[src/hw/rtl/eltc_pkg.sv]
`timescale 1ns / 1ps

package eltc_pkg;

  // field widths
  localparam int EPOCH_W  = 32;
  localparam int HOUR_W   = 5;
  localparam int MIN_W    = 6;
  localparam int SEC_W    = 6;
  localparam int OFF_W    = 5;
  localparam int DAY_W    = 17;              // day count up to 49710, plus weekday bias
  localparam int REM_W    = 6;               // remainder bits, divisors up to 60
  localparam int YOFS_W   = 8;               // years past 1970, up to 136
  localparam int MON_W    = 4;
  localparam int WDAY_W   = 3;
  localparam int SUM_W    = 6;               // day remainder plus weekday
  localparam int PROD_W   = 2 * EPOCH_W;

  localparam int OUT_FIELDS_W = HOUR_W + MIN_W + SEC_W + 2;
  localparam int OUT_TDATA_W  = ((OUT_FIELDS_W + 7) / 8) * 8;

  // calendar constants
  localparam int EPOCH_YEAR    = 1970;
  localparam int NOLEAP_CENT   = 2100;       // only century year in range that is not leap
  localparam int CENT_OFS      = NOLEAP_CENT - EPOCH_YEAR;
  localparam int SEC_PER_MIN   = 60;
  localparam int MIN_PER_HR    = 60;
  localparam int HR_PER_DAY    = 24;
  localparam int DAYS_PER_WEEK = 7;
  localparam int DAYS_YEAR     = 365;
  localparam int DAYS_LEAP     = 366;
  localparam int FEB_LEAP_DAYS = 29;
  localparam int LAST_DOM      = 31;
  localparam int THURSDAY      = 4;          // weekday of day zero, sunday = 0
  // days + (31 - (rem + 1)) + 4 = days + WDAY_BIAS - rem
  localparam int WDAY_BIAS     = LAST_DOM - 1 + THURSDAY;
  // day >= 31 - w31  <=>  rem + w31 >= 30
  localparam int SUMMER_EDGE   = LAST_DOM - 1;

  // reciprocal division: x / d == (x * magic) >> shift over the operand range used
  localparam logic [EPOCH_W-1:0] DIV60_MAGIC = 32'h8888_8889;    // any 32-bit x
  localparam int                 DIV60_SHIFT = 37;
  localparam logic [EPOCH_W-1:0] DIV24_MAGIC = EPOCH_W'(2796203); // x below 2^23
  localparam int                 DIV24_SHIFT = 26;
  localparam logic [EPOCH_W-1:0] DIV7_MAGIC  = EPOCH_W'(74899);   // x below 104857
  localparam int                 DIV7_SHIFT  = 19;

  // zero-based months
  localparam logic [MON_W-1:0] MON_FEB  = MON_W'(1);
  localparam logic [MON_W-1:0] MON_MAR  = MON_W'(2);
  localparam logic [MON_W-1:0] MON_OCT  = MON_W'(9);
  localparam logic [MON_W-1:0] MON_LAST = MON_W'(11);

  localparam logic [4:0] MONTH_DAYS [0:11] = '{
    5'd31, 5'd28, 5'd31, 5'd30, 5'd31, 5'd30,
    5'd31, 5'd31, 5'd30, 5'd31, 5'd30, 5'd31
  };

  // input kinds on in_tuser
  localparam logic MODE_TICK = 1'b0;
  localparam logic MODE_LOAD = 1'b1;

  // configuration register indexes
  localparam logic CFG_STD_OFFSET    = 1'b0;
  localparam logic CFG_SUMMER_OFFSET = 1'b1;

  localparam logic [OFF_W-1:0] STD_OFFSET_RST    = OFF_W'(1);
  localparam logic [OFF_W-1:0] SUMMER_OFFSET_RST = OFF_W'(2);

  typedef struct packed {
    logic              done;
    logic [HOUR_W-1:0] utc_hour;
    logic [MIN_W-1:0]  minute;
    logic [SEC_W-1:0]  second;
    logic              summer;
  } load_res_t;

  function automatic logic [4:0] month_len(input logic [MON_W-1:0] mon, input logic leap);
    logic [4:0] len;
    if (mon > MON_LAST) begin
      len = 5'(LAST_DOM);
    end else if (leap && (mon == MON_FEB)) begin
      len = 5'(FEB_LEAP_DAYS);
    end else begin
      len = MONTH_DAYS[mon];
    end
    return len;
  endfunction

endpackage

[src/hw/rtl/eltc_alu.sv]
`timescale 1ns / 1ps

module eltc_alu (
  input  logic [eltc_pkg::DAY_W-1:0]   a,
  input  logic [eltc_pkg::DAY_W-1:0]   b,
  input  logic [eltc_pkg::EPOCH_W-1:0] mul_a,
  input  logic [eltc_pkg::EPOCH_W-1:0] mul_b,
  output logic [eltc_pkg::DAY_W-1:0]   diff,
  output logic                         ge,
  output logic [eltc_pkg::PROD_W-1:0]  prod
);
  import eltc_pkg::*;

  logic [DAY_W:0] full;

  // shared compare-subtract: a - b and a >= b
  assign full = {1'b0, a} - {1'b0, b};
  assign diff = full[DAY_W-1:0];
  assign ge   = ~full[DAY_W];

  // shared 32 x 32 multiply, full product
  assign prod = PROD_W'(mul_a) * PROD_W'(mul_b);

endmodule

[src/hw/rtl/eltc_seq.sv]
`timescale 1ns / 1ps

module eltc_seq (
  input  logic                         clk,
  input  logic                         rst_n,
  input  logic                         start,
  input  logic [eltc_pkg::EPOCH_W-1:0] epoch,
  output logic                         busy,
  output eltc_pkg::load_res_t          res
);
  import eltc_pkg::*;

  typedef enum logic [2:0] {
    ST_IDLE, ST_SEC, ST_MIN, ST_HR, ST_YEAR, ST_MONTH, ST_WDAY, ST_DONE
  } state_t;

  state_t              state_r, state_nxt;
  logic                ph_r, ph_nxt;       // divide step: 0 quotient, 1 remainder
  logic [EPOCH_W-1:0]  quo_r, quo_nxt;     // dividend of the current divide
  logic [EPOCH_W-1:0]  qt_r, qt_nxt;       // its quotient
  logic [SEC_W-1:0]    sec_r, sec_nxt;
  logic [MIN_W-1:0]    min_r, min_nxt;
  logic [HOUR_W-1:0]   hr_r, hr_nxt;
  logic [DAY_W-1:0]    days_r, days_nxt;
  logic [DAY_W-1:0]    rem_r, rem_nxt;
  logic [YOFS_W-1:0]   yofs_r, yofs_nxt;
  logic [MON_W-1:0]    mon_r, mon_nxt;
  logic [WDAY_W-1:0]   wday_r, wday_nxt;

  logic [DAY_W-1:0]    alu_a, alu_b, alu_diff;
  logic                alu_ge;
  logic [EPOCH_W-1:0]  mul_a, mul_b, qt_mul;
  logic [PROD_W-1:0]   prod;
  logic                leap, div_active;
  logic [REM_W-1:0]    rmd;
  logic [SUM_W-1:0]    edge_sum;
  logic                summer;

  eltc_alu u_alu (
    .a     (alu_a),
    .b     (alu_b),
    .mul_a (mul_a),
    .mul_b (mul_b),
    .diff  (alu_diff),
    .ge    (alu_ge),
    .prod  (prod)
  );

  // 1970 + yofs is leap when yofs mod 4 is 2, except 2100
  assign leap = (yofs_r[1:0] == 2'd2) && (yofs_r != YOFS_W'(CENT_OFS));

  // divide by a constant: reciprocal multiply for the quotient, then
  // quotient times divisor for the remainder
  always_comb begin
    alu_a  = rem_r;
    alu_b  = '0;
    mul_a  = ph_r ? qt_r : quo_r;
    mul_b  = '0;
    qt_mul = '0;
    unique case (state_r)
      ST_SEC: begin
        mul_b  = ph_r ? EPOCH_W'(SEC_PER_MIN) : DIV60_MAGIC;
        qt_mul = EPOCH_W'(prod >> DIV60_SHIFT);
      end
      ST_MIN: begin
        mul_b  = ph_r ? EPOCH_W'(MIN_PER_HR) : DIV60_MAGIC;
        qt_mul = EPOCH_W'(prod >> DIV60_SHIFT);
      end
      ST_HR: begin
        mul_b  = ph_r ? EPOCH_W'(HR_PER_DAY) : DIV24_MAGIC;
        qt_mul = EPOCH_W'(prod >> DIV24_SHIFT);
      end
      ST_WDAY: begin
        mul_b  = ph_r ? EPOCH_W'(DAYS_PER_WEEK) : DIV7_MAGIC;
        qt_mul = EPOCH_W'(prod >> DIV7_SHIFT);
      end
      ST_YEAR:  alu_b = leap ? DAY_W'(DAYS_LEAP) : DAY_W'(DAYS_YEAR);
      ST_MONTH: alu_b = DAY_W'(month_len(mon_r, leap));
      default:  alu_b = '0;
    endcase
  end

  assign div_active = (state_r == ST_SEC) || (state_r == ST_MIN) ||
                      (state_r == ST_HR) || (state_r == ST_WDAY);
  // remainder is below 64, so the low bits of the difference suffice
  assign rmd        = quo_r[REM_W-1:0] - prod[REM_W-1:0];

  always_comb begin
    state_nxt = state_r;
    ph_nxt    = ph_r;
    quo_nxt   = quo_r;
    qt_nxt    = qt_r;
    sec_nxt   = sec_r;
    min_nxt   = min_r;
    hr_nxt    = hr_r;
    days_nxt  = days_r;
    rem_nxt   = rem_r;
    yofs_nxt  = yofs_r;
    mon_nxt   = mon_r;
    wday_nxt  = wday_r;

    if (div_active) begin
      if (!ph_r) begin
        qt_nxt = qt_mul;
        ph_nxt = 1'b1;
      end else begin
        quo_nxt = qt_r;
        ph_nxt  = 1'b0;
      end
    end

    unique case (state_r)
      ST_IDLE: begin
        if (start) begin
          quo_nxt   = epoch;
          ph_nxt    = 1'b0;
          state_nxt = ST_SEC;
        end
      end
      ST_SEC: begin
        if (ph_r) begin
          sec_nxt   = rmd;
          state_nxt = ST_MIN;
        end
      end
      ST_MIN: begin
        if (ph_r) begin
          min_nxt   = rmd;
          state_nxt = ST_HR;
        end
      end
      ST_HR: begin
        if (ph_r) begin
          hr_nxt    = rmd[HOUR_W-1:0];
          days_nxt  = qt_r[DAY_W-1:0];
          rem_nxt   = qt_r[DAY_W-1:0];
          yofs_nxt  = '0;
          state_nxt = ST_YEAR;
        end
      end
      ST_YEAR: begin
        if (alu_ge) begin
          rem_nxt  = alu_diff;
          yofs_nxt = yofs_r + YOFS_W'(1);
        end else begin
          mon_nxt   = '0;
          state_nxt = ST_MONTH;
        end
      end
      ST_MONTH: begin
        if (alu_ge && (mon_r != MON_LAST)) begin
          rem_nxt = alu_diff;
          mon_nxt = mon_r + MON_W'(1);
        end else begin
          // day index of the 31st of this month plus the weekday bias, weekday found mod 7
          quo_nxt   = EPOCH_W'(days_r + DAY_W'(WDAY_BIAS) - rem_r);
          ph_nxt    = 1'b0;
          state_nxt = ST_WDAY;
        end
      end
      ST_WDAY: begin
        if (ph_r) begin
          wday_nxt  = rmd[WDAY_W-1:0];
          state_nxt = ST_DONE;
        end
      end
      ST_DONE: state_nxt = ST_IDLE;
      default: state_nxt = ST_IDLE;
    endcase
  end

  always_ff @(posedge clk) begin
    if (!rst_n) begin
      state_r <= ST_IDLE;
      ph_r    <= 1'b0;
    end else begin
      state_r <= state_nxt;
      ph_r    <= ph_nxt;
    end
    quo_r  <= quo_nxt;
    qt_r   <= qt_nxt;
    sec_r  <= sec_nxt;
    min_r  <= min_nxt;
    hr_r   <= hr_nxt;
    days_r <= days_nxt;
    rem_r  <= rem_nxt;
    yofs_r <= yofs_nxt;
    mon_r  <= mon_nxt;
    wday_r <= wday_nxt;
  end

  // summer from last sunday of march through the day before last sunday of october
  assign edge_sum = SUM_W'(rem_r[4:0]) + SUM_W'(wday_r);

  always_comb begin
    priority if ((mon_r < MON_MAR) || (mon_r > MON_OCT)) begin
      summer = 1'b0;
    end else if (mon_r == MON_MAR) begin
      summer = (edge_sum >= SUM_W'(SUMMER_EDGE));
    end else if (mon_r == MON_OCT) begin
      summer = (edge_sum < SUM_W'(SUMMER_EDGE));
    end else begin
      summer = 1'b1;
    end
  end

  assign busy         = (state_r != ST_IDLE);
  assign res.done     = (state_r == ST_DONE);
  assign res.utc_hour = hr_r;
  assign res.minute   = min_r;
  assign res.second   = sec_r;
  assign res.summer   = summer;

endmodule

[src/hw/rtl/eltc_clock.sv]
`timescale 1ns / 1ps

module eltc_clock (
  input  logic                        clk,
  input  logic                        rst_n,
  input  logic                        tick_acc,
  input  eltc_pkg::load_res_t         load_res,
  input  logic                        cfg_we,
  input  logic                        cfg_index,
  input  logic [eltc_pkg::OFF_W-1:0]  cfg_wdata,
  input  logic                        out_tready,
  output logic                        out_tvalid,
  output logic [eltc_pkg::HOUR_W-1:0] hour,
  output logic [eltc_pkg::MIN_W-1:0]  minute,
  output logic [eltc_pkg::SEC_W-1:0]  second,
  output logic                        summer,
  output logic                        valid
);
  import eltc_pkg::*;

  localparam int H_W = HOUR_W + 2;

  logic [OFF_W-1:0]  std_off_r, sum_off_r;
  logic [HOUR_W-1:0] hour_r, hour_nxt;
  logic [MIN_W-1:0]  min_r, min_nxt;
  logic [SEC_W-1:0]  sec_r, sec_nxt;
  logic              summer_r, summer_nxt;
  logic              valid_r, valid_nxt;
  logic              ovld_r, ovld_nxt;
  logic [OFF_W-1:0]  off_sel;
  logic signed [H_W-1:0] h_sum;
  logic [HOUR_W-1:0] h_local;

  // local hour: utc hour plus offset, one add or subtract of 24
  assign off_sel = load_res.summer ? sum_off_r : std_off_r;
  assign h_sum   = $signed({2'b00, load_res.utc_hour}) + H_W'($signed(off_sel));

  always_comb begin
    priority if (h_sum >= H_W'(HR_PER_DAY)) begin
      h_local = HOUR_W'(h_sum - H_W'(HR_PER_DAY));
    end else if (h_sum < 0) begin
      h_local = HOUR_W'(h_sum + H_W'(HR_PER_DAY));
    end else begin
      h_local = HOUR_W'(h_sum);
    end
  end

  always_comb begin
    hour_nxt   = hour_r;
    min_nxt    = min_r;
    sec_nxt    = sec_r;
    summer_nxt = summer_r;
    valid_nxt  = valid_r;
    ovld_nxt   = ovld_r && !out_tready;

    if (load_res.done) begin
      hour_nxt   = h_local;
      min_nxt    = load_res.minute;
      sec_nxt    = load_res.second;
      summer_nxt = load_res.summer;
      valid_nxt  = 1'b1;
      ovld_nxt   = 1'b1;
    end else if (tick_acc) begin
      ovld_nxt = 1'b1;
      if (valid_r) begin
        if (sec_r == SEC_W'(SEC_PER_MIN - 1)) begin
          sec_nxt = '0;
          if (min_r == MIN_W'(MIN_PER_HR - 1)) begin
            min_nxt  = '0;
            hour_nxt = (hour_r == HOUR_W'(HR_PER_DAY - 1)) ? '0 : hour_r + HOUR_W'(1);
          end else begin
            min_nxt = min_r + MIN_W'(1);
          end
        end else begin
          sec_nxt = sec_r + SEC_W'(1);
        end
      end
    end
  end

  always_ff @(posedge clk) begin
    if (!rst_n) begin
      std_off_r <= STD_OFFSET_RST;
      sum_off_r <= SUMMER_OFFSET_RST;
      hour_r    <= '0;
      min_r     <= '0;
      sec_r     <= '0;
      summer_r  <= 1'b0;
      valid_r   <= 1'b0;
      ovld_r    <= 1'b0;
    end else begin
      if (cfg_we) begin
        unique case (cfg_index)
          CFG_STD_OFFSET:    std_off_r <= cfg_wdata;
          CFG_SUMMER_OFFSET: sum_off_r <= cfg_wdata;
          default:           std_off_r <= std_off_r;
        endcase
      end
      hour_r   <= hour_nxt;
      min_r    <= min_nxt;
      sec_r    <= sec_nxt;
      summer_r <= summer_nxt;
      valid_r  <= valid_nxt;
      ovld_r   <= ovld_nxt;
    end
  end

  assign out_tvalid = ovld_r;
  assign hour       = hour_r;
  assign minute     = min_r;
  assign second     = sec_r;
  assign summer     = summer_r;
  assign valid      = valid_r;

endmodule

[src/hw/rtl/epoch_to_local_time_clock.sv]
`timescale 1ns / 1ps

// channel  dir  signals                         contents
// in_      in   in_tvalid/in_tready/in_tdata    epoch_seconds in tdata, mode in tuser
// out_     out  out_tvalid/out_tready/out_tdata hour, minute, second, summer, valid
// cfg_     in   cfg_we/cfg_index/cfg_wdata      0: standard offset, 1: summer offset
//
// a tick's result is registered at the accepting edge
// a load divides by 60, 60 and 24 (each a reciprocal multiply, then the remainder), walks
// the years since 1970 and then the months, finds the weekday mod 7 the same way, and
// commits; its length is set by the year walk on the shared unit
// in_tready is low while a load runs and while a result waits with out_tready low
// synchronous active-low reset: clock invalid at 00:00:00, offsets +1 and +2 hours

module epoch_to_local_time_clock (
  input  logic                                 clk,
  input  logic                                 rst_n,
  // input transfer
  input  logic                                 in_tvalid,
  output logic                                 in_tready,
  input  logic [eltc_pkg::EPOCH_W-1:0]         in_tdata,   // [31:0] epoch_seconds
  input  logic                                 in_tuser,   // [0] mode: 0 tick, 1 load
  // result transfer
  output logic                                 out_tvalid,
  input  logic                                 out_tready,
  // [4:0] hour, [10:5] minute, [16:11] second, [17] summer_active, [18] time_valid
  output logic [eltc_pkg::OUT_TDATA_W-1:0]     out_tdata,
  // configuration
  input  logic                                 cfg_we,
  input  logic                                 cfg_index,
  input  logic [eltc_pkg::OFF_W-1:0]           cfg_wdata
);
  import eltc_pkg::*;

  logic              busy;
  logic              in_xfer, load_go, tick_acc;
  load_res_t         load_res;
  logic [HOUR_W-1:0] hour;
  logic [MIN_W-1:0]  minute;
  logic [SEC_W-1:0]  second;
  logic              summer, valid;

  // one item in flight; the result slot frees at the same edge a new item is taken
  assign in_tready = !busy && (!out_tvalid || out_tready);
  assign in_xfer   = in_tvalid && in_tready;
  assign load_go   = in_xfer && (in_tuser == MODE_LOAD);
  assign tick_acc  = in_xfer && (in_tuser == MODE_TICK);

  // load sequencer: divider, year and month walk, weekday, summer decision
  eltc_seq u_seq (
    .clk   (clk),
    .rst_n (rst_n),
    .start (load_go),
    .epoch (in_tdata),
    .busy  (busy),
    .res   (load_res)
  );

  // time-of-day registers, tick counter, offsets and result valid
  eltc_clock u_clock (
    .clk        (clk),
    .rst_n      (rst_n),
    .tick_acc   (tick_acc),
    .load_res   (load_res),
    .cfg_we     (cfg_we),
    .cfg_index  (cfg_index),
    .cfg_wdata  (cfg_wdata),
    .out_tready (out_tready),
    .out_tvalid (out_tvalid),
    .hour       (hour),
    .minute     (minute),
    .second     (second),
    .summer     (summer),
    .valid      (valid)
  );

  // result fields come straight from the state registers, which only change on a tick transfer or a finished load
  assign out_tdata = {{(OUT_TDATA_W - OUT_FIELDS_W){1'b0}},
                      valid, summer, second, minute, hour};

endmodule

[config.mk]
export PLATFORM = sky130hd
export DESIGN_NAME = epoch_to_local_time_clock
export DESIGN_NICKNAME = d
export VERILOG_FILES = /design/src/hw/rtl/eltc_pkg.sv /design/src/hw/rtl/eltc_alu.sv /design/src/hw/rtl/eltc_seq.sv /design/src/hw/rtl/eltc_clock.sv /design/src/hw/rtl/epoch_to_local_time_clock.sv
export SDC_FILE = /design/constraint.sdc
export NUM_CORES = 2
export LEC_CHECK = 0
export BUFFER_PORTS_ARGS = -buffer_cell sky130_fd_sc_hd__buf_2
export CORE_MARGIN = 10
export CORE_UTILIZATION = 60
export CTS_CLUSTER_DIAMETER = 200
export DETAILED_ROUTE_END_ITERATION = 8
export GPL_ROUTABILITY_DRIVEN = 0
export PLACE_DENSITY = 0.8
export SLEW_MARGIN = 20
export SYNTH_ARGS = -nofsm -noshare
export SYNTH_HDL_FRONTEND = slang
export SYNTH_SLANG_ARGS = --single-unit
[constraint.sdc]
create_clock -name clk -period 8.7 [get_ports clk]
set_input_delay 1.74 -clock clk [delete_from_list [all_inputs] [get_ports clk]]
set_output_delay 1.74 -clock clk [all_outputs]
set_load 0.03 [all_outputs]
==> After elaboration in Yosys (flattened, before gate mapping) <==
Memories as Yosys holds them, arrays and structs flattened.
Cells that the tools add are included.
{ "totals": {"regBits": 164, "mem_bits_ro": 80, "in_bits": 44, "wordCells": 175, "mem_count": 1} }
{ "op_classes": {"add_sub_neg": 13, "n_mul": 1, "order_cmp": 8, "eq_ne": 25, "mux": 62, "n_bitwise": 5, "reduce_logical": 40} }
{ "memory_table": {"columns": ["memory", "words", "width", "read_ports", "rd_ports_with_merged_regs", "write_ports", "line_no", "rtl"], "rows": [
  ["(name not given)", 16, 5, 1, 0, 0, "eltc_pkg.sv:85", "len = MONTH_DAYS[mon];"]
]} }
{ "ops": {"columns": ["operator", "n"], "rows": [
  ["one-hot mux 32 bit (3 select lines)", 2],
  ["2-to-1 mux 32 bit", 5],
  ["2-to-1 mux 17 bit", 4],
  ["2-to-1 mux 5 bit", 13],
  ["multiplier 32 x 32 -> 64 bit", 1],
  ["one-hot mux 32 bit (2 select lines)", 1],
  ["2-to-1 mux 6 bit", 9],
  ["one-hot mux 17 bit (3 select lines)", 1],
  ["subtractor 32 x 17 -> 32 bit", 1],
  ["one-hot mux 3 bit (8 select lines)", 1],
  ["2-to-1 mux 22 bit", 1],
  ["2-to-1 mux 3 bit", 7],
  ["adder 17 x 6 -> 18 bit (second input constant)", 1],
  ["one-hot mux 9 bit (2 select lines)", 1],
  ["subtractor 17 x 9 -> 18 bit", 1],
  ["2-to-1 mux 8 bit", 2],
  ["one-hot mux 8 bit (2 select lines)", 1],
  ["AND reduction 2 bit", 8],
  ["adder 6 x 1 -> 6 bit (second input constant)", 2],
  ["equality test 3 bit (second input constant)", 4],
  ["equality test 6 bit (second input constant)", 2],
  ["nonzero test 2 bit", 6],
  ["inequality test 2 x 1 -> 1 bit (second input constant)", 5],
  ["2-to-1 mux 1 bit", 9],
  ["40 further kinds", 66]
]} }

==> Longest topological paths before layout <==
{ "depth": {"depth_word": 12, "ltp_mapped": 37, "mapped_depth_nobuf": 35} }

==> Modules after synthesis <==
A second synthesis with hierarchy kept.
{ "unflattened": {"cells_unflattened": 4764, "area_unflattened_um2": 43938.4} }
{ "by_module_without_submodules": {"columns": ["module", "instances", "cells_per_inst", "area_per_inst_um2", "seq_area_each_um2"], "rows": [
  ["eltc_alu", 1, 3783, 34037.6, 0.0],
  ["eltc_seq", 1, 750, 7895.1, 3663.5],
  ["eltc_clock", 1, 219, 1904.3, 600.6],
  ["epoch_to_local_time_clock", 1, 12, 101.3, 0.0]
]} }

==> Least setup slack after synthesis <==
No wires, ideal clock.
{ "synth_path": {"kind": "reg-to-reg", "startpoint": "register u_seq.state_r[0]", "endpoint": "register u_seq.qt_r[25], data pin", "arrival_ps": 8590, "required_ps": 8445, "slack_ps": -145, "stages_incl_launch_ff": 35, "cell_sequence": "dfxtp_1 > nor2_1 > a21o_1 > clkbuf_1 > inv_1 > buf_2 > buf_2 > buf_2 > nand3_1 > clkbuf_1 > nor2_1 > fa_1 > inv_1 > fa_1 > fa_1 > fa_1 > inv_1 > fa_1 > inv_1 > fa_1 > inv_1 > fa_1 > inv_1 > fa_1 > inv_1 > ha_1 > a21o_1 > a2111oi_2 > o21ai_2 > a31o_4 > a2111oi_2 > nor2_1 > a211oi_2 > o32ai_1 > a31o_1"} }
{ "synth_via": {"elab_chain_cells": 5, "word_cells_on_any_way": 8, "cone_classes": "mul (1); eq/ne (4); mux (2); reduce/logical (1)"} }
{ "synth_rtl": {"columns": ["element", "line_no", "rtl"], "rows": [
  ["start, declared", "eltc_seq.sv:17", "state_t state_r, state_nxt;"],
  ["start signal, assigned", "eltc_seq.sv:177", "state_r <= state_nxt;"],
  ["equality test 3 x 2 -> 1 bit / equality test 3 x 1 -> 1 bit (equally long branches)", "eltc_seq.sv:60", "unique case (state_r)"],
  ["OR reduction 2 bit (no line)", null, null],
  ["one-hot mux 32 bit (3 select lines)", "eltc_seq.sv:60", null],
  ["multiplier 32 x 32 -> 64 bit", "eltc_alu.sv:22", "assign prod = PROD_W'(mul_a) * PROD_W'(mul_b);"],
  ["one-hot mux 32 bit (3 select lines) (*)", "eltc_seq.sv:60", null],
  ["named net u_seq.qt_mul[25]", "eltc_seq.sv:32", "logic [EPOCH_W-1:0] mul_a, mul_b, qt_mul;"],
  ["end signal, assigned", "eltc_seq.sv:181", "qt_r <= qt_nxt;"],
  ["end, declared", "eltc_seq.sv:20", "logic [EPOCH_W-1:0] qt_r, qt_nxt;"]
]} }
The timed path passes the listed nets; every way through them passes the cells marked *.
A chain may end at the register's enable or synchronous reset.

==> Final worst setup path <==
{ "layout_path": {"startpoint": "register u_seq.state_r[1]", "endpoint": "register u_seq.qt_r[22], data pin"} }
Same word-level chain as after synthesis.

==> metrics.yaml <==
drcViolationCount: 0
violations: "setup timing"
min_period_over_period_pct: 101.1
h-tree-depth: 4
ys_seq_area_share_pct: 12.88
fin_area_um2: 36430
regToRegStartpoint: "u_seq.state_r[1]$_SDFFE_PN0P_"
final_cells: 4600
dp.cells: 4547
worstPathRequired_ps: 8860
postSynth.asyncResetShare_pct: 0
hold_start: "u_clock.sum_off_r[0]$_SDFFE_PN0P_"
path_max_fanout: 18
ant_nets: 0
start_kind: "flip-flop"
antenna_found_initial: 3
grt_pass1_wl_um: 161700
drt_wl_total_um: 107100
rows: 86
slowest_delay_ps: 580
via_count: 28438
r2r_end: "u_seq.qt_r[22]$_DFFE_PP_"
synth_area_um2: 33100
grt_pass1_vias: 28865
vdd_drop_max_mv: 0.2720
grt_usage_pct: 32.80
ys_seq_elements: 164
grt_max_degree: 58
avgRoutedWirePerCell_um: 23.29
worstSkewPairLatency_ps: 450
syn_area_per_cell_um2: 8.967
internal_power_mw: 3.966
p_sw_share_pct: 55.31
clock-sinks: 164
maxSlewViolCount: 0
boundaryPins: 70
layout.nets: 4896
fp.dieArea_um2: 64950
status: "finished, violations left"
layout_setup_ws_ps: -96.92
overflow: 0
min_period_ps: 8797
vias_per_cell: 6.182
place_area_um2: 35270
root_buffer: "clkbuf_16"
crit_path_top_delay_cell: "fa_1"
setup_viol: 6
die_w_um: 254.9
clock_skew_ps: 12.39
cts_buffers: 17
seq_power_share_pct: 15.0
crit_top_cell: "fa_1"
fin_tns_setup_ps: -432.5
tightest_slew_ps: 1016
clock_tree.buffer_depth: 2
rr_worst_depth: 32
syn_inst: 3691
combPwrFrac_pct: 76.3
yosys_warnings: 0
r2r_slack_ps: -100
slew_headroom_pct: 31.83
power_frac_clock_pct: 8.7
switching_power_mw: 4.908
crit_type: "reg -> reg"
drt-initial-drc-count: 3624
synth_edf_count: 98
synthFlopType: "edfxtp_1"
floorplan.initialDensity_pct: 60.31
hold_path.class: "reg -> reg"
critPathArrivalTime_ps: 8960
path_clk_slew_ps: 70
ys_types: 101
die_h_um: 254.9
cts_hold_buf: 0
p_per_area_nw_per_um2: 243.6
portBuffers: 64
syn2layout_area_growth_pct: 10.08
end_kind: "flip-flop"
dp_hpwl_um: 88990
hold_path_depth: 2
fp.coreArea_um2: 54880
layout-drive-gt1-share_pct: 11.17
maxCapViolCount: 0
finalHoldViolCount: 0
tritoncts: "done"
power_leakage_nw: 18.76
fmax_mhz: 113.7
hold_path_end: "u_clock.sum_off_r[0]$_SDFFE_PN0P_"
dr.pass1.iters: 8
[registers in the layout, indices dropped and copies added, names as in the netlist, 6 cells and up]
name            flops
u_seq.qt_r         32
u_seq.quo_r        32
u_seq.alu_a        17
u_seq.days_r       17
u_seq.yofs_r        8
u_clock.minute      6
u_clock.second      6
u_seq.min_r         6
u_seq.sec_r         6
[Yosys cell counts (11+ instances only)]
cell	count	area (um^2)
buf_2	18	90.09
a22oi_1	30	225.2
inv_1	777	2917
nor3_1	32	160.2
o22ai_1	11	68.82
xnor2_1	76	665.6
mux2i_1	41	410.4
fa_1	489	9789
nand4_1	31	193.9
xor2_1	42	367.9
or2_2	12	75.07
edfxtp_1	98	2943
ha_1	483	6043
nor2b_1	19	118.9
nor2_1	376	1411
and3_1	35	219.0
and2_1	35	219.0
a21oi_1	151	755.7
clkbuf_1	82	307.8
a21o_1	35	262.8
nand3_1	54	270.3
o21ai_0	101	505.5
nand2_1	257	964.7
nand2b_1	42	262.8
dfxtp_1	66	1321
o21bai_1	17	127.6
mux2_2	14	157.7
o21a_1	16	120.1
a21boi_0	16	120.1
a211oi_1	17	127.6
o211ai_1	17	127.6
[cell type report]
cell class	instances	area, um^2
multi-input cells	2647	25830
fillers	4239	18450
flip-flops and latches	164	4274
inverters	777	2920
repair buffers	273	1942
well taps	704	880.8
clock buffers	22	485.5
clock inverters	10	96.34
diodes	3	7.507
[kinds of logic (layout without fill, tap and decap cells)]
kind of cell	Yosys count	count (layout)	synth area share, %
adders and majority gates	973	973	47.87
and+or+nand+nor	937	937	12.79
buffers and inverters	902	1082	10.58
AOI/OAI and AO/OA	540	540	11.01
DFF	164	164	12.88
xor gates and xnor gates	118	118	3.123
muxes	55	55	1.716
other	2	27	0.02269
[metal layers]
metal,global-route usage [%],routed length (um),part of all wire [%]
met2,50.60,46020,43
met3,7.157,12690,12
met1,40.12,37960,35
met4,24.35,10420,9.7
met5,0,42,0.039
[worst max-delay path, delay by kind of cell, from the launching register on]
| family | cells | cell delay (ps) |
|---|---|---|
| buffers and inverters | 9 | 1050 |
| XOR/XNOR | 1 | 230 |
| flip-flops | 1 | 380 |
| AND/OR/NAND/NOR | 4 | 570 |
| adder cells (fa/ha/maj) | 10 | 4440 |
| AO/OA/AOI/OAI | 8 | 1830 |
[per-stage QoR]
step | worst slack (ps) | hold WS (ps) | total power, mW | util [%]
2_1_floorplan | 38.86 | 432.9 | 5.193 | -
3_3_place_gp | 15.69 | 439.3 | 7.392 | 64.27
3_5_place_dp | -203.7 | 447.4 | 7.491 | 64.27
4_1_cts | 7.249 | 456.4 | 8.306 | 65.37
5_1_grt | -355.1 | 478.4 | 9.321 | 66.37
6_report | -96.92 | 456.3 | 8.874 | 66.39
[layout by cell type (no fill, tap or decap), types with 19 or more instances in the layout]
master / n
inv_1: 772
fa_1: 488
ha_1: 472
nor2_1: 366
nand2_1: 253
buf_4: 201
a21oi_1: 142
edfxtp_1: 98
o21ai_0: 97
xnor2_1: 75
buf_2: 64
dfxtp_1: 62
nand3_1: 53
xor2_1: 42
nand2b_1: 41
mux2i_1: 40
and2_1: 36
and3_1: 34
a21o_1: 34
nand4_1: 31
a22oi_1: 30
nor3_1: 30
conb_1: 24
clkbuf_16: 19
[power groups by stage]
stage / logic (mW) / registers, mW / clock network [mW]
3_3_place_gp: 6.09 / 1.31 / 0
6_report: 6.77 / 1.33 / 0.771
2_1_floorplan: 4.04 / 1.16 / 0
4_1_cts: 6.25 / 1.29 / 0.764
5_1_grt: 7.21 / 1.32 / 0.796
3_5_place_dp: 6.19 / 1.30 / 0
[worst max-delay path by stage]
stage / from / end / slack (ps) / cells after the start
CTS: u_seq.state_r[0]$_SDFFE_PN0P_ / u_seq.qt_r[13]$_DFFE_PP_ / 7 / 31
global route: u_seq.state_r[1]$_SDFFE_PN0P_ / u_seq.qt_r[11]$_DFFE_PP_ / -360 / 33
finish: u_seq.state_r[1]$_SDFFE_PN0P_ / u_seq.qt_r[22]$_DFFE_PP_ / -100 / 32
floorplan: u_seq.state_r[0]$_SDFFE_PN0P_ / u_seq.qt_r[25]$_DFFE_PP_ / 40 / 34
detailed placement: u_seq.state_r[0]$_SDFFE_PN0P_ / u_seq.qt_r[22]$_DFFE_PP_ / -200 / 31
global placement: u_seq.state_r[0]$_SDFFE_PN0P_ / u_seq.qt_r[22]$_DFFE_PP_ / 20 / 31
[timing repair]
item	CTS	global route
endpoints found under the setup margin	17	32
gates cloned	0	1
setup buffers	0	17
endpoints found under the hold margin	0	0
pin swaps	1	22
gates resized for setup	6	88
Power figures use the tool's default switching activity.
